[src/hw/rtl/bmm_pkg.sv]
// ----------------------------------------------------------------------------
// bmm_pkg: shared types and constants for the bounded multimap table
// Operation and status codes, controller states and the control part of the
// search token that travels down the row of entry cells.
// ----------------------------------------------------------------------------
package bmm_pkg;

	// fixed widths of the channel fields
	localparam int FIELD_W  = 32;
	localparam int KIND_W   = 2;
	localparam int STATUS_W = 2;
	localparam int COUNT_W  = 5;

	// per-key value limit and capacity register reset
	localparam logic [1:0]         MAX_PER_KEY = 2'd2;
	localparam logic [COUNT_W-1:0] CAP_RESET   = 5'd16;

	typedef enum logic [KIND_W-1:0] {
		OP_ADD    = 2'd0,
		OP_SEARCH = 2'd1,
		OP_REMOVE = 2'd2,
		OP_NONE   = 2'd3
	} op_kind_t;

	typedef enum logic [STATUS_W-1:0] {
		ST_DONE = 2'd0,
		ST_MISS = 2'd1,
		ST_FULL = 2'd2
	} status_t;

	typedef enum logic [1:0] {
		S_IDLE,
		S_SCAN,
		S_FINISH
	} ctrl_state_t;

	// control part of the token handed from cell to cell
	typedef struct packed {
		logic       vld;
		op_kind_t   kind;
		logic [1:0] found;
		logic       hit;
	} tok_ctl_t;

endpackage

[src/hw/rtl/bmm_cell.sv]
// ----------------------------------------------------------------------------
// bmm_cell: one entry of the table
// Holds one key/value pair, updates the passing search token against it and
// hands the token to the next cell through its token stage register.
// ----------------------------------------------------------------------------
module bmm_cell #(
	parameter int DATA_WIDTH = 32,
	parameter int IDX_W      = 4,
	parameter int CNT_W      = 5,
	parameter int INDEX      = 0
) (
	input  logic                  clk,
	input  logic                  arst_n,
	// token from the previous cell
	input  bmm_pkg::tok_ctl_t     ctl_i,
	input  logic [DATA_WIDTH-1:0] key_i,
	input  logic [DATA_WIDTH-1:0] val_i,
	input  logic [DATA_WIDTH-1:0] v1_i,
	input  logic [DATA_WIDTH-1:0] v2_i,
	input  logic [IDX_W-1:0]      hit_idx_i,
	// token to the next cell
	output bmm_pkg::tok_ctl_t     ctl_o,
	output logic [DATA_WIDTH-1:0] key_o,
	output logic [DATA_WIDTH-1:0] val_o,
	output logic [DATA_WIDTH-1:0] v1_o,
	output logic [DATA_WIDTH-1:0] v2_o,
	output logic [IDX_W-1:0]      hit_idx_o,
	// pair count and write-back port
	input  logic [CNT_W-1:0]      cnt,
	input  logic                  wr_en,
	input  logic [IDX_W-1:0]      wr_idx,
	input  logic [DATA_WIDTH-1:0] wr_key,
	input  logic [DATA_WIDTH-1:0] wr_val
);
	import bmm_pkg::*;

	logic [DATA_WIDTH-1:0] ent_key_q;
	logic [DATA_WIDTH-1:0] ent_val_q;

	tok_ctl_t              ctl_d,   ctl_q;
	logic [DATA_WIDTH-1:0] v1_d,    v1_q;
	logic [DATA_WIDTH-1:0] v2_d,    v2_q;
	logic [IDX_W-1:0]      hit_d,   hit_q;
	logic [DATA_WIDTH-1:0] key_q,   val_q;

	logic active;
	logic is_last;
	logic key_hit;

	// entry is live when below the pair count
	assign active  = CNT_W'(INDEX) < cnt;
	assign is_last = CNT_W'(INDEX + 1) == cnt;
	assign key_hit = active && (ent_key_q == key_i);

	// token update against this entry
	always_comb begin
		ctl_d = ctl_i;
		v1_d  = v1_i;
		v2_d  = v2_i;
		hit_d = hit_idx_i;
		unique case (ctl_i.kind)
			OP_ADD: begin
				if (key_hit && ctl_i.found < MAX_PER_KEY) begin
					ctl_d.found = ctl_i.found + 2'd1;
				end
			end
			OP_SEARCH: begin
				if (key_hit && ctl_i.found < MAX_PER_KEY) begin
					if (ctl_i.found == 2'd0) begin
						v1_d = ent_val_q;
					end else begin
						v2_d = ent_val_q;
					end
					ctl_d.found = ctl_i.found + 2'd1;
				end
			end
			OP_REMOVE: begin
				if (key_hit && !ctl_i.hit && ent_val_q == val_i) begin
					ctl_d.hit = 1'b1;
					hit_d     = IDX_W'(INDEX);
				end
				// last live entry rides along to fill the hole
				if (is_last) begin
					v1_d = ent_key_q;
					v2_d = ent_val_q;
				end
			end
			OP_NONE: begin
			end
		endcase
	end

	// token stage register
	always_ff @(posedge clk or negedge arst_n) begin
		if (!arst_n) begin
			ctl_q <= '0;
		end else begin
			ctl_q <= ctl_d;
		end
	end

	always_ff @(posedge clk) begin
		key_q <= key_i;
		val_q <= val_i;
		v1_q  <= v1_d;
		v2_q  <= v2_d;
		hit_q <= hit_d;
	end

	// entry storage, written by the controller after a scan
	always_ff @(posedge clk) begin
		if (wr_en && wr_idx == IDX_W'(INDEX)) begin
			ent_key_q <= wr_key;
			ent_val_q <= wr_val;
		end
	end

	assign ctl_o     = ctl_q;
	assign key_o     = key_q;
	assign val_o     = val_q;
	assign v1_o      = v1_q;
	assign v2_o      = v2_q;
	assign hit_idx_o = hit_q;

endmodule

[config.mk]
export PLATFORM = sky130hd
export DESIGN_NAME = bmm_cell
export DESIGN_NICKNAME = d
export VERILOG_FILES = /design/src/hw/rtl/bmm_pkg.sv /design/src/hw/rtl/bmm_cell.sv
export SDC_FILE = /design/constraint.sdc
export NUM_CORES = 1
export LEC_CHECK = 0
export BUFFER_PORTS_ARGS = -buffer_cell sky130_fd_sc_hd__buf_2
export CAP_MARGIN = 20
export CORE_MARGIN = 4
export CORE_UTILIZATION = 40
export CTS_CLUSTER_DIAMETER = 50
export DETAILED_ROUTE_END_ITERATION = 7
export PLACE_DENSITY_LB_ADDON = 0.12
export SLEW_MARGIN = 20
export SYNTH_ARGS = -nofsm -noshare
export SYNTH_HDL_FRONTEND = slang
export SYNTH_SLANG_ARGS = --single-unit
[constraint.sdc]
create_clock -name clk -period 4.3 [get_ports clk]
set_input_delay 0.645 -clock clk [delete_from_list [all_inputs] [get_ports clk]]
set_output_delay 0.645 -clock clk [all_outputs]
set_load 0.1 [all_outputs]
==> flow_metrics.env <==
export IMPL_required_ps=4690
export IMPL_synth_compound_area_share_pct=17.0
export IMPL_dp_cells=1358
export IMPL_crit_path_top_delay_cell="or3_2"
export IMPL_synth_seq_cells=202
export IMPL_ioPinCount=352
export IMPL_yosysTopAreaCellShare_pct=28.5
export IMPL_avgSynthCellArea_um2=11.8
export IMPL_cts_path_max_buffers=3
export IMPL_rsz0062_at_grt="false"
export IMPL_finalCritPeriodShare_pct=68.2
export IMPL_synth_edf_count=64
export IMPL_slew_headroom_pct=32.0
export IMPL_dp_slack_ps=1040
export IMPL_grt_max_degree=68
export IMPL_areaGrowthSynthToFinish_pct=30.1
export IMPL_start_util_pct=40.9
export IMPL_powerDensity_nw_per_um2=469
export IMPL_synthTopCellsByCount="132 x dfxtp_1, 67 x o311ai_0, 64 x edfxtp_1, 64 x mux2_2"
export IMPL_crit_chain="xor2_1 -> a211o_1 -> or3_2 -> or3_2 -> buf_12 -> o311ai_0"
export IMPL_cts_resized=0
export IMPL_finClkSkew_ps=17.5
export IMPL_ant_nets=0
export IMPL_global_route_overflow_total=0
export IMPL_clkLatencyLatePin_ps=520
export IMPL_route_vias_total=8141
export IMPL_synth_area_leaders="dfxtp_1 28%, edfxtp_1 21%, mux2_2 7.8%, mux2i_1 6.8%, o311ai_0 6.3%"
export IMPL_synth_top_family_by_area="compound AO/OA/AOI/OAI gates"
export IMPL_cp_start_kind="flip-flop"
export IMPL_path_clk_slew_ps=60
export IMPL_clockRootBuffer="clkbuf_16"
export IMPL_die_x_um=160
export IMPL_place_gp_congestion=0.828
export IMPL_ff2ff_setup_slack_ps=1370
export IMPL_p_leak_nw=4.89
export IMPL_drv_cap=0
export IMPL_first_pass_iters=5
export IMPL_cts_setup_buffers=0
export IMPL_r2r_end="v1_o[9]$_DFF_P_"
export IMPL_synth_xor_area_share_pct=6.13
export IMPL_max_stage_delay_ps=770
export IMPL_synth_cell_type_count=33
export IMPL_worst_slack_ps=1370
export IMPL_yosys_area_share_simple_pct=7.04
export IMPL_drt_drc_violations_left=0
export IMPL_drt_initial_drc_count=545
export IMPL_synth_most_common_cell="dfxtp_1"
export IMPL_synthesis_area_um2=9280
export IMPL_r2r_cells=6
export IMPL_ir_drop_v=0.000334
export IMPL_min_from="ctl_i[5]"
export IMPL_antenna_found_initial=6
export IMPL_crit_arrival_ps=3320
export IMPL_crit_top_cell="or3_2"
export IMPL_status="complete, no violations"
export IMPL_hold_depth=1
export IMPL_stdcell_count=1412
export IMPL_clock_fmax_mhz=341
export IMPL_critPathKind="flip-flop to flip-flop"
export IMPL_numCtsBuffers=27
export IMPL_die_h_um=160
export IMPL_num_fill_cells=2116
export IMPL_end_kind="flip-flop"
export IMPL_async_flop_share_pct=2.97
export IMPL_die_area_um2=25700
export IMPL_hpwl_mm=22.9
export IMPL_cts_max_level=1
export IMPL_yosysSeqAreaShare_pct=50.8
export IMPL_portBuffers=351
export IMPL_setup_viol=0
export IMPL_core_area_um2=22700
export IMPL_synth_warnings=0
export IMPL_clock_sinks=202
export IMPL_synth_main_ff_cell="dfxtp_1"
export IMPL_slew_violations=0
export IMPL_worst_pin_slew_ps=1020
export IMPL_post_drt_via_cell_ratio=5.77
export IMPL_cpLargestDelayFamily="simple AND/OR/NAND/NOR gates"
export IMPL_fp_row_count=55
export IMPL_synth_mux_area_share_pct=14.6
export IMPL_drive_above_1_share_pct=42.4
export IMPL_synth_adder_area_share_pct=0.539
export IMPL_grt_pass1_vias=7968
export IMPL_path_buf_inv=1
export IMPL_hold_path_class="input port to flip-flop"
export IMPL_grt_pass1_wl_mm=49.6
export IMPL_cts_tree="yes"
export IMPL_hold_path_end="ctl_o[5]$_DFF_PN0_"
export IMPL_hold_viol_final=0
export IMPL_syn_nets=1006
export IMPL_setup_tns_ps=0
export IMPL_track_usage_pct=24.7
export IMPL_synth_cells=788
export IMPL_wire_per_inst_um=23.9
export IMPL_drt_total_wl_mm=33.7
export IMPL_min_period_ps=2930
export IMPL_worstPathMaxFanout=34
export IMPL_holdWs_ps=236
export IMPL_synth_largest_area_cell="dfxtp_1"
export IMPL_r2r_start="ent_key_q[17]$_DFFE_PP_"
export IMPL_layout_nets=1321
## flip-flops by register name (all words and copies together) (netlist names)
register / count
ent_key_q: 32
ctl_o: 6
hit_idx_o: 4
key_o: 32
val_o: 32
ent_val_q: 32
v2_o: 32
v1_o: 32
## cell families after synthesis
kind of cell | count (synthesis)
mux | 127
buf+inv | 82
flops | 202
simple gates | 108
fa+ha+maj | 4
xor+xnor | 65
compound gates | 200
## metal layers
layer / track usage (%) / wire, um
met1: 32.2 / 13800
met2: 39.6 / 15700
met3: 7.06 / 2960
met5: 0 / 30
met4: 8.76 / 1200
## worst max path at each step
| stage | start | endpoint | cells after the start |
|---|---|---|---|
| after global routing | ent_key_q[19]$_DFFE_PP_ | v1_o[9]$_DFF_P_ | 6 |
| after CTS | ent_key_q[19]$_DFFE_PP_ | v1_o[9]$_DFF_P_ | 6 |
| after floorplan | wr_idx[1] | ent_key_q[0]$_DFFE_PP_ | 2 |
| after detailed placement | key_i[17] | v1_o[9]$_DFF_P_ | 7 |
| after global placement | key_i[23] | v1_o[7]$_DFF_P_ | 7 |
| final | ent_key_q[17]$_DFFE_PP_ | v1_o[9]$_DFF_P_ | 6 |
## layout by cell type (no fill, tap or decap), drive strengths merged
master,instances
buf,361
dfxtp,132
o311ai,126
mux2,64
edfxtp,64
mux2i,63
nor2b,63
a31oi,63
xor2,58
clkbuf,35
nor4,23
inv,9
xnor2,7
dfrtp,6
clkinv,6
nand4,5
a21boi,5
diode,4
nor2,4
ha,4
nand2,4
nand3,3
clkinvlp,3
or3,2
bufinv,2
a211o,1
o22ai,1
a311o,1
or2,1
nor3,1
nand4b,1
and2,1
o21ai,1
o41ai,1
a21o,1
dlygate4sd3,1
## repair_timing
action | CTS | global route
endpoints found under the setup margin | 0 | 0
hold endpoints to repair | 6 | 0
hold buffers | 1 | 0
## final cells by class
class                   count  area, um2  area share (%)
flip-flops and latches    202       4710            39.0
inverters                   6       22.5           0.187
clock buffers              35        706            5.84
diodes                      4       10.0          0.0829
repair buffers            362       1850            15.4
clock inverters            14        145            1.20
well taps                 285        357            2.95
multi-input cells         504       4270            35.3
## through the flow
step / util, % / area, um2 / power (W)
after floorplan: - / 9280 / 0.00323
after global placement: 49.3 / 11200 / 0.00356
after detailed placement: 49.3 / 11200 / 0.00357
after CTS: 53.1 / 12100 / 0.00571
after global routing: 53.2 / 12100 / 0.00585
final: 53.2 / 12100 / 0.00566
## where the power goes
part | switching, W | internal, W | total [W] | leakage, nW
registers | 0.0000477 | 0.00209 | 0.00214 | 1.76
clock network | 0.000845 | 0.00129 | 0.00213 | 0.410
logic | 0.00109 | 0.000299 | 0.00139 | 2.72
total | 0.00199 | 0.00367 | 0.00566 | 4.89
## worst reg2reg max path, delay by kind of cell, from the launching register on
family / cells / cell delay, ps
xor+xnor: 1 / 160
compound gates: 2 / 720
flops: 1 / 410
buf+inv: 1 / 320
simple gates: 2 / 1200
Note: power is estimated with default switching activity, not from simulation.
