### src/hw/rtl/bmm_pkg.sv
// ----------------------------------------------------------------------------
// bmm_pkg: shared types and constants for the bounded multimap table
// Operation and status codes, controller states and the control part of the
// search token that travels down the row of entry cells.
// ----------------------------------------------------------------------------
package bmm_pkg;

	// fixed widths of the channel fields
	localparam int FIELD_W  = 32;
	localparam int KIND_W   = 2;
	localparam int STATUS_W = 2;
	localparam int COUNT_W  = 5;

	// per-key value limit and capacity register reset
	localparam logic [1:0]         MAX_PER_KEY = 2'd2;
	localparam logic [COUNT_W-1:0] CAP_RESET   = 5'd16;

	typedef enum logic [KIND_W-1:0] {
		OP_ADD    = 2'd0,
		OP_SEARCH = 2'd1,
		OP_REMOVE = 2'd2,
		OP_NONE   = 2'd3
	} op_kind_t;

	typedef enum logic [STATUS_W-1:0] {
		ST_DONE = 2'd0,
		ST_MISS = 2'd1,
		ST_FULL = 2'd2
	} status_t;

	typedef enum logic [1:0] {
		S_IDLE,
		S_SCAN,
		S_FINISH
	} ctrl_state_t;

	// control part of the token handed from cell to cell
	typedef struct packed {
		logic       vld;
		op_kind_t   kind;
		logic [1:0] found;
		logic       hit;
	} tok_ctl_t;

endpackage

### src/hw/rtl/bmm_if.sv
// ----------------------------------------------------------------------------
// bmm_if: request and response channels of the bounded multimap table
// Valid/ready channels; a transaction completes when valid and ready are high.
// ----------------------------------------------------------------------------
interface bmm_req_if;
	import bmm_pkg::*;

	logic                       valid;
	logic                       ready;
	logic [KIND_W-1:0]          kind;
	logic signed [FIELD_W-1:0]  key;
	logic signed [FIELD_W-1:0]  value;

	modport source (output valid, output kind, output key, output value, input ready);
	modport sink   (input valid, input kind, input key, input value, output ready);
endinterface

interface bmm_rsp_if;
	import bmm_pkg::*;

	logic                       valid;
	logic                       ready;
	logic [STATUS_W-1:0]        status;
	logic                       first_valid;
	logic signed [FIELD_W-1:0]  first_value;
	logic                       second_valid;
	logic signed [FIELD_W-1:0]  second_value;
	logic [COUNT_W-1:0]         entry_count;
	logic                       is_empty;
	logic                       is_full;

	modport source (output valid, output status, output first_valid, output first_value,
		output second_valid, output second_value, output entry_count, output is_empty,
		output is_full, input ready);
	modport sink   (input valid, input status, input first_valid, input first_value,
		input second_valid, input second_value, input entry_count, input is_empty,
		input is_full, output ready);
endinterface

### src/hw/rtl/bmm_ctrl.sv
// ----------------------------------------------------------------------------
// bmm_ctrl: sequencer of the bounded multimap table
// Launches one token per request into the cell row, collects it at the end,
// writes back adds and removes, and holds the response register.
// ----------------------------------------------------------------------------
module bmm_ctrl #(
	parameter int TABLE_DEPTH = 16,
	parameter int DATA_WIDTH  = 32,
	parameter int IDX_W       = 4,
	parameter int CNT_W       = 5
) (
	input  logic                        clk,
	input  logic                        arst_n,
	bmm_req_if.sink                     request,
	bmm_rsp_if.source                   response,
	input  logic                        cfg_we,
	input  logic [bmm_pkg::COUNT_W-1:0] cfg_wdata,
	// head of the cell row
	output bmm_pkg::tok_ctl_t           head_ctl,
	output logic [DATA_WIDTH-1:0]       head_key,
	output logic [DATA_WIDTH-1:0]       head_val,
	output logic [DATA_WIDTH-1:0]       head_v1,
	output logic [DATA_WIDTH-1:0]       head_v2,
	output logic [IDX_W-1:0]            head_hit_idx,
	// tail of the cell row
	input  bmm_pkg::tok_ctl_t           tail_ctl,
	input  logic [DATA_WIDTH-1:0]       tail_v1,
	input  logic [DATA_WIDTH-1:0]       tail_v2,
	input  logic [IDX_W-1:0]            tail_hit_idx,
	// count and write-back port to the cells
	output logic [CNT_W-1:0]            cnt,
	output logic                        wr_en,
	output logic [IDX_W-1:0]            wr_idx,
	output logic [DATA_WIDTH-1:0]       wr_key,
	output logic [DATA_WIDTH-1:0]       wr_val
);
	import bmm_pkg::*;

	localparam int CW = (CNT_W > COUNT_W) ? CNT_W : COUNT_W;

	ctrl_state_t state_q, state_d;

	logic [COUNT_W-1:0]    cap_q;
	logic [CNT_W-1:0]      cnt_q, cnt_nx;
	logic [CW-1:0]         eff_cap;
	logic [CW-1:0]         cap_ext;

	// token as it left the row, with the request key and value from launch
	tok_ctl_t              fin_ctl_q;
	logic [DATA_WIDTH-1:0] fin_key_q, fin_val_q;
	logic [DATA_WIDTH-1:0] fin_v1_q, fin_v2_q;
	logic [IDX_W-1:0]      fin_hit_q;

	logic                  req_fire;
	logic                  out_free;
	logic                  do_finish;

	status_t               res_status;
	logic                  res_fv, res_sv;
	logic                  wr_req;

	logic                  out_vld_q;
	logic [STATUS_W-1:0]   out_status_q;
	logic                  out_fv_q, out_sv_q;
	logic [FIELD_W-1:0]    out_v1_q, out_v2_q;
	logic [COUNT_W-1:0]    out_cnt_q;
	logic                  out_empty_q, out_full_q;

	// effective capacity: register clamped to 1..depth
	assign cap_ext = CW'(cap_q);
	always_comb begin
		priority if (cap_ext == '0) begin
			eff_cap = CW'(1);
		end else if (cap_ext > CW'(TABLE_DEPTH)) begin
			eff_cap = CW'(TABLE_DEPTH);
		end else begin
			eff_cap = cap_ext;
		end
	end

	assign req_fire  = request.valid && request.ready;
	assign out_free  = !out_vld_q || response.ready;
	assign do_finish = (state_q == S_FINISH) && out_free;

	// next state
	always_comb begin
		state_d = state_q;
		unique case (state_q)
			S_IDLE:   if (req_fire) state_d = S_SCAN;
			S_SCAN:   if (tail_ctl.vld) state_d = S_FINISH;
			S_FINISH: if (out_free) state_d = S_IDLE;
			default:  state_d = S_IDLE;
		endcase
	end

	// state outputs
	always_comb begin
		request.ready = (state_q == S_IDLE);
	end

	always_ff @(posedge clk or negedge arst_n) begin
		if (!arst_n) begin
			state_q <= S_IDLE;
		end else begin
			state_q <= state_d;
		end
	end

	// capacity register
	always_ff @(posedge clk or negedge arst_n) begin
		if (!arst_n) begin
			cap_q <= CAP_RESET;
		end else if (cfg_we) begin
			cap_q <= cfg_wdata;
		end
	end

	// token launch
	always_comb begin
		head_ctl.vld   = req_fire;
		head_ctl.kind  = op_kind_t'(request.kind);
		head_ctl.found = 2'd0;
		head_ctl.hit   = 1'b0;
		head_key       = DATA_WIDTH'($unsigned(request.key));
		head_val       = DATA_WIDTH'($unsigned(request.value));
		head_v1        = '0;
		head_v2        = '0;
		head_hit_idx   = '0;
	end

	// capture the token control at the end of the row
	always_ff @(posedge clk or negedge arst_n) begin
		if (!arst_n) begin
			fin_ctl_q <= '0;
		end else if (state_q == S_SCAN && tail_ctl.vld) begin
			fin_ctl_q <= tail_ctl;
		end
	end

	// capture the token data at the end of the row, and the request key and value at launch
	always_ff @(posedge clk) begin
		if (state_q == S_SCAN && tail_ctl.vld) begin
			fin_v1_q  <= tail_v1;
			fin_v2_q  <= tail_v2;
			fin_hit_q <= tail_hit_idx;
		end
		if (req_fire) begin
			fin_key_q <= head_key;
			fin_val_q <= head_val;
		end
	end

	// result and write-back decision
	always_comb begin
		res_status = ST_MISS;
		res_fv     = 1'b0;
		res_sv     = 1'b0;
		wr_req     = 1'b0;
		wr_idx     = '0;
		wr_key     = fin_key_q;
		wr_val     = fin_val_q;
		cnt_nx     = cnt_q;
		unique case (fin_ctl_q.kind)
			OP_ADD: begin
				priority if (CW'(cnt_q) >= eff_cap) begin
					res_status = ST_FULL;
				end else if (fin_ctl_q.found >= MAX_PER_KEY) begin
					res_status = ST_MISS;
				end else begin
					res_status = ST_DONE;
					wr_req     = 1'b1;
					wr_idx     = IDX_W'(cnt_q);
					cnt_nx     = CNT_W'(cnt_q + 1'b1);
				end
			end
			OP_SEARCH: begin
				res_fv     = fin_ctl_q.found != 2'd0;
				res_sv     = fin_ctl_q.found >= MAX_PER_KEY;
				res_status = res_fv ? ST_DONE : ST_MISS;
			end
			OP_REMOVE: begin
				if (fin_ctl_q.hit) begin
					res_status = ST_DONE;
					wr_req     = 1'b1;
					wr_idx     = fin_hit_q;
					wr_key     = fin_v1_q;
					wr_val     = fin_v2_q;
					cnt_nx     = CNT_W'(cnt_q - 1'b1);
				end
			end
			OP_NONE: begin
			end
		endcase
	end

	assign wr_en = do_finish && wr_req;

	// pair count
	always_ff @(posedge clk or negedge arst_n) begin
		if (!arst_n) begin
			cnt_q <= '0;
		end else if (do_finish) begin
			cnt_q <= cnt_nx;
		end
	end

	assign cnt = cnt_q;

	// response register
	always_ff @(posedge clk or negedge arst_n) begin
		if (!arst_n) begin
			out_vld_q <= 1'b0;
		end else if (do_finish) begin
			out_vld_q <= 1'b1;
		end else if (response.ready) begin
			out_vld_q <= 1'b0;
		end
	end

	always_ff @(posedge clk) begin
		if (do_finish) begin
			out_status_q <= res_status;
			out_fv_q     <= res_fv;
			out_sv_q     <= res_sv;
			out_v1_q     <= res_fv ? FIELD_W'(fin_v1_q) : '0;
			out_v2_q     <= res_sv ? FIELD_W'(fin_v2_q) : '0;
			out_cnt_q    <= COUNT_W'(cnt_nx);
			out_empty_q  <= cnt_nx == '0;
			out_full_q   <= CW'(cnt_nx) >= eff_cap;
		end
	end

	assign response.valid        = out_vld_q;
	assign response.status       = out_status_q;
	assign response.first_valid  = out_fv_q;
	assign response.first_value  = out_v1_q;
	assign response.second_valid = out_sv_q;
	assign response.second_value = out_v2_q;
	assign response.entry_count  = out_cnt_q;
	assign response.is_empty     = out_empty_q;
	assign response.is_full      = out_full_q;

	// count never exceeds the built depth
	a_cnt_bound: assert property (@(posedge clk) disable iff (!arst_n)
		cnt_q <= CNT_W'(TABLE_DEPTH))
		else $error("pair count above table depth");

	// a token only leaves the row while a scan is pending
	a_tail_in_scan: assert property (@(posedge clk) disable iff (!arst_n)
		tail_ctl.vld |-> state_q == S_SCAN)
		else $error("token left the row outside a scan");

	// every write-back changes the pair count
	a_wr_moves_cnt: assert property (@(posedge clk) disable iff (!arst_n)
		wr_en |=> cnt_q != $past(cnt_q))
		else $error("write-back without count change");

	// a finished scan is not lost while the response register is busy
	a_finish_holds: assert property (@(posedge clk) disable iff (!arst_n)
		(state_q == S_FINISH && !out_free) |=> state_q == S_FINISH)
		else $error("finished scan dropped");

endmodule

### src/flat_wrapper.sv
// flat-port wrapper written by rule: the top's interface ports become plain ports
module bmm_ctrl_flat import bmm_pkg::*;
#(
	parameter int TABLE_DEPTH = 16,
	parameter int DATA_WIDTH  = 32,
	parameter int IDX_W       = 4,
	parameter int CNT_W       = 5
)
  (clk, arst_n, cfg_we, cfg_wdata, head_ctl, head_key, head_val, head_v1, head_v2, head_hit_idx, tail_ctl, tail_v1, tail_v2, tail_hit_idx, cnt, wr_en, wr_idx, wr_key, wr_val, request_valid, request_kind, request_key, request_value, request_ready, response_valid, response_status, response_first_valid, response_first_value, response_second_valid, response_second_value, response_entry_count, response_is_empty, response_is_full, response_ready);
  bmm_req_if request_i ();
  bmm_rsp_if response_i ();
  input  logic clk;
  input  logic arst_n;
  input  logic cfg_we;
  input  logic [bmm_pkg::COUNT_W-1:0] cfg_wdata;
  output bmm_pkg::tok_ctl_t head_ctl;
  output logic [DATA_WIDTH-1:0] head_key;
  output logic [DATA_WIDTH-1:0] head_val;
  output logic [DATA_WIDTH-1:0] head_v1;
  output logic [DATA_WIDTH-1:0] head_v2;
  output logic [IDX_W-1:0] head_hit_idx;
  input  bmm_pkg::tok_ctl_t tail_ctl;
  input  logic [DATA_WIDTH-1:0] tail_v1;
  input  logic [DATA_WIDTH-1:0] tail_v2;
  input  logic [IDX_W-1:0] tail_hit_idx;
  output logic [CNT_W-1:0] cnt;
  output logic wr_en;
  output logic [IDX_W-1:0] wr_idx;
  output logic [DATA_WIDTH-1:0] wr_key;
  output logic [DATA_WIDTH-1:0] wr_val;
  input wire logic [$bits(request_i.valid)-1:0] request_valid;
  input wire logic [$bits(request_i.kind)-1:0] request_kind;
  input wire logic [$bits(request_i.key)-1:0] request_key;
  input wire logic [$bits(request_i.value)-1:0] request_value;
  output wire logic [$bits(request_i.ready)-1:0] request_ready;
  output wire logic [$bits(response_i.valid)-1:0] response_valid;
  output wire logic [$bits(response_i.status)-1:0] response_status;
  output wire logic [$bits(response_i.first_valid)-1:0] response_first_valid;
  output wire logic [$bits(response_i.first_value)-1:0] response_first_value;
  output wire logic [$bits(response_i.second_valid)-1:0] response_second_valid;
  output wire logic [$bits(response_i.second_value)-1:0] response_second_value;
  output wire logic [$bits(response_i.entry_count)-1:0] response_entry_count;
  output wire logic [$bits(response_i.is_empty)-1:0] response_is_empty;
  output wire logic [$bits(response_i.is_full)-1:0] response_is_full;
  input wire logic [$bits(response_i.ready)-1:0] response_ready;
  assign request_i.valid = request_valid;
  assign request_i.kind = request_kind;
  assign request_i.key = request_key;
  assign request_i.value = request_value;
  assign request_ready = request_i.ready;
  assign response_valid = response_i.valid;
  assign response_status = response_i.status;
  assign response_first_valid = response_i.first_valid;
  assign response_first_value = response_i.first_value;
  assign response_second_valid = response_i.second_valid;
  assign response_second_value = response_i.second_value;
  assign response_entry_count = response_i.entry_count;
  assign response_is_empty = response_i.is_empty;
  assign response_is_full = response_i.is_full;
  assign response_i.ready = response_ready;
  bmm_ctrl #(.TABLE_DEPTH(TABLE_DEPTH), .DATA_WIDTH(DATA_WIDTH), .IDX_W(IDX_W), .CNT_W(CNT_W)) u_core (.clk(clk), .arst_n(arst_n), .request(request_i), .response(response_i), .cfg_we(cfg_we), .cfg_wdata(cfg_wdata), .head_ctl(head_ctl), .head_key(head_key), .head_val(head_val), .head_v1(head_v1), .head_v2(head_v2), .head_hit_idx(head_hit_idx), .tail_ctl(tail_ctl), .tail_v1(tail_v1), .tail_v2(tail_v2), .tail_hit_idx(tail_hit_idx), .cnt(cnt), .wr_en(wr_en), .wr_idx(wr_idx), .wr_key(wr_key), .wr_val(wr_val));
endmodule
### config.mk
export PLATFORM = sky130hd
export DESIGN_NAME = bmm_ctrl_flat
export DESIGN_NICKNAME = d
export VERILOG_FILES = /design/src/hw/rtl/bmm_pkg.sv /design/src/hw/rtl/bmm_if.sv /design/src/hw/rtl/bmm_ctrl.sv /design/src/flat_wrapper.sv
export SDC_FILE = /design/constraint.sdc
export NUM_CORES = 1
export LEC_CHECK = 0
export ABC_AREA = 1
export BUFFER_PORTS_ARGS = -buffer_cell sky130_fd_sc_hd__buf_4
export CAP_MARGIN = 20
export CORE_AREA = 5 5 168 170
export DETAILED_ROUTE_END_ITERATION = 10
export DIE_AREA = 0 0 173 175
export PLACE_DENSITY = 0.62
export SYNTH_ARGS = -nofsm -noshare
export SYNTH_HDL_FRONTEND = slang
export SYNTH_SLANG_ARGS = --single-unit
### constraint.sdc
create_clock -name clk -period 9.28 [get_ports clk]
set_input_delay 0.928 -clock clk [delete_from_list [all_inputs] [get_ports clk]]
set_output_delay 0.928 -clock clk [all_outputs]
set_load 0.05 [all_outputs]
==> run_results.csv <==
group,metric,value,unit
power_and_ir_drop,power_per_cell_area,319.4,nW/um^2
clock_network,cts_buffer_depth,3,
clock_network,h-tree-depth,1,
yosys,ys_types,35,
yosys,seq_area_frac_synth,67.41,%
worst_setup_path,crit_path_frequent_cell,"buf_4",
routing,antenna_left,0,
global_route,grt_pass1_wl,38780,microns
global_route,grt_max_degree,110,
placement,gp_congestion,0.8206,
global_route,antenna_found_initial,0,
routing,vias,6606,
die,core,26580,sq um
clock_network,cts_sinks,225,
clock_network,path_clk_slew,0.06,ns
worst_setup_path,worstPathCellList,"inv_2 > nor2_4 > nand2_4 > buf_4 > inv_1 > a32o_1 > buf_4",
die,boundaryPins,439,
sta,setup_tns,0,ns
placement,dp_slack,5.944,ns
power_and_ir_drop,leakagePower,5.924,nW
worst_setup_path,crit_path_top_delay_cell,"buf_4",
worst_setup_path,crit_buf_inv,4,
global_route,grt_pass1_vias,6707,
sta,setup_viol,0,
die,die_w,173,microns
routing,drtIter0Drc,333,
cells_and_area,syn_to_final_growth,31.27,%
clock_network,insertion_delay,0.52,ns
worst_hold_path,hold_path_class,"in2async",
routing,drc,0,
sta,setup_ws,5.380,ns
cells_and_area,fin_nets,1304,
routing,vias_per_cell,4.404,
run,max-cap-violations,0,
status,status,"completed",
placement,port_buffers,363,
die,start_util,37.22,%
clock_network,post-cts-setup-buffers,0,
routing,firstDrtPassIters,4,
sta,tightestPinTransition,1.079,ns
yosys,ys_ff_latch,225,
clock_network,clockRootBuffer,"clkbuf_16",
cells_and_area,diodes,0,
cells_and_area,layout_commonest_cell,"buf_4",
yosys,synth-async-reset-ratio,8.000,%
cells_and_area,n_fill_cell,2399,
clock_network,cts_resized,0,
sta,skew,0.01819,ns
worst_setup_path,arrival,2.97,ns
sta,fmax,256.4,MHz
clock_network,numCtsBuffers,24,
die,dieArea,30280,sq um
yosys,synth_warnings,0,
yosys,avgSynthCellArea,11.82,sq um
routing,wl_per_cell,17.74,microns
worst_setup_path,worstSetupPathType,"reg2out",
global_route,overflow,0,
sta,slew_headroom,28.09,%
worst_setup_path,path_delay_family,"buffers and inverters",
clock_network,hold_buffers,0,
placement,dp_hpwl,19170,microns
die,die-height,175,microns
power_and_ir_drop,max-vdd-ir-drop,169.5,uV
sta,slew_viol_final,0,
worst_setup_path,worstSetupStartpointType,"register",
sta,fin_crit_sh,42.03,%
yosys,syn_inst,837,
yosys,yosys_most_used_dff,"edfxtp_1",
sta,rsz0062_at_grt,"false",
worst_setup_path,critical_path.max_stage_delay,0.81,ns
clock_network,cts_tree,"done",
die,num_rows,60,
sta,hold_viol,0,
yosys,synth_area,9891,sq um
worst_setup_path,end_kind,"output port",
yosys,synth-edff-count,207,
routing,postRouteWirelength,26610,microns
sta,finalCriticalPeriod,3.900,ns
cells_and_area,drive_above_1_share,36.93,%
cells_and_area,layout_common_cells,"buf_4, edfxtp_1, nand2_1, inv_1, nor2_1",
worst_setup_path,crit_required,8.35,ns
worst_setup_path,cp_max_fo,109,
global_route,grtUsageTotal,16.48,%
cells in the mapped netlist (6+ instances only):
cell,instances,area [sq um]
buf_2,12,60.06
buf_4,138,1036
buf_6,6,67.56
dfrtp_1,17,425.4
edfxtp_1,207,6216
ha_1,12,150.1
inv_1,91,341.6
nand2_1,132,495.5
nand3_1,9,45.04
nor2_1,83,311.6
nor2_2,6,37.54
o21ai_0,68,340.3
o21ai_1,15,75.07
final cells by class:
cell class              instances  area [sq um]  area share (%)
clock inverters                15         183.9           1.417
well taps                     341         426.7           3.286
inverters                      98         371.6           2.862
flip-flops and latches        225          6668           51.35
multi-input cells             425          1956           15.06
repair buffers                368          2763           21.28
clock buffers                  28         615.6           4.741
metal layers:
| layer | track usage [%] | share of wire, % | vias to the layer above |
|---|---|---|---|
| li1 | - | - | 3176 |
| met1 | 18.41 | 37 | 3082 |
| met2 | 30.62 | 52 | 302 |
| met3 | 4.500 | 8.2 | 46 |
| met4 | 5.121 | 2.6 | 0 |
| met5 | 0 | 0 | - |
kinds of logic (layout without fill, tap and decap cells):
kind of cell / Yosys count / in the layout / share of synthesized area [%]
adder cells (fa/ha/maj): 12 / 12 / 1.518
multiplexers: 3 / 3 / 0.3415
buffers and inverters: 257 / 509 / 15.60
flip-flops: 225 / 225 / 67.41
AND/OR/NAND/NOR: 244 / 244 / 10.07
AO/OA/AOI/OAI: 94 / 94 / 4.934
XOR/XNOR: 1 / 1 / 0.08857
other: 1 / 71 / 0.03791
per-stage QoR:
step | std cells | hold slack, ns | utilization, % | total power [W] | cell area, sq um
after CTS | 1500 | 0.2660 | 48.86 | 0.004204 | 12980
after global placement | 1457 | 0.4702 | 45.85 | 0.003195 | 12180
after floorplan | 907 | 0.4498 | - | 0.002713 | 10150
after global routing | 1500 | 0.2770 | 48.86 | 0.004365 | 12980
after detailed placement | 1457 | 0.4775 | 45.85 | 0.003213 | 12180
final | 1500 | 0.2850 | 48.86 | 0.004147 | 12980
worst register-to-register path, delay by kind of cell, from the launching register on:
kind                       cells  cell delay [ns]
and+or+nand+nor                5             0.80
AOI/OAI and AO/OA              3             0.40
adders and majority gates      1             0.33
buffers and inverters          3             0.99
DFF                            1             0.45
worst paths after layout:
path,from,end,slack (ns),cells after the start
min in group clk,u_core.fin_ctl_q[1]$_DFFE_PN0P_,u_core.fin_ctl_q[1]$_DFFE_PN0P_,0.49,2
min reg2reg,u_core.fin_ctl_q[1]$_DFFE_PN0P_,u_core.fin_ctl_q[1]$_DFFE_PN0P_,0.49,2
max in group asynchronous,arst_n,u_core.cap_ext[4]$_DFFE_PN1P_,8.73,1
min,arst_n,u_core.cap_ext[2]$_DFFE_PN0P_,0.29,1
max reg2reg,u_core.fin_ctl_q[4]$_DFFE_PN0P_,u_core.response.is_full$_DFFE_PP_,6.07,12
max,u_core.fin_ctl_q[4]$_DFFE_PN0P_,wr_idx[0],5.38,7
flip-flops by register name, indices dropped and copies added (netlist names), 4 cells and up:
register,flops
u_core.fin_key_q,32
u_core.fin_val_q,32
u_core.fin_v2_q,32
u_core.response.entry_count,5
u_core.fin_ctl_q,5
u_core.fin_hit_q,4
u_core.response.first_value,32
u_core.fin_v1_q,32
u_core.cnt,5
u_core.response.second_value,32
u_core.cap_ext,5
where the power goes:
part	internal, W	leakage [nW]	switching [W]
Combinational	0.000439	3.38	0.00130
Clock	0.000586	0.390	0.000387
Sequential	0.00135	2.16	0.0000859
Total	0.00237	5.92	0.00177
Note: power is estimated with default switching activity, not from simulation.
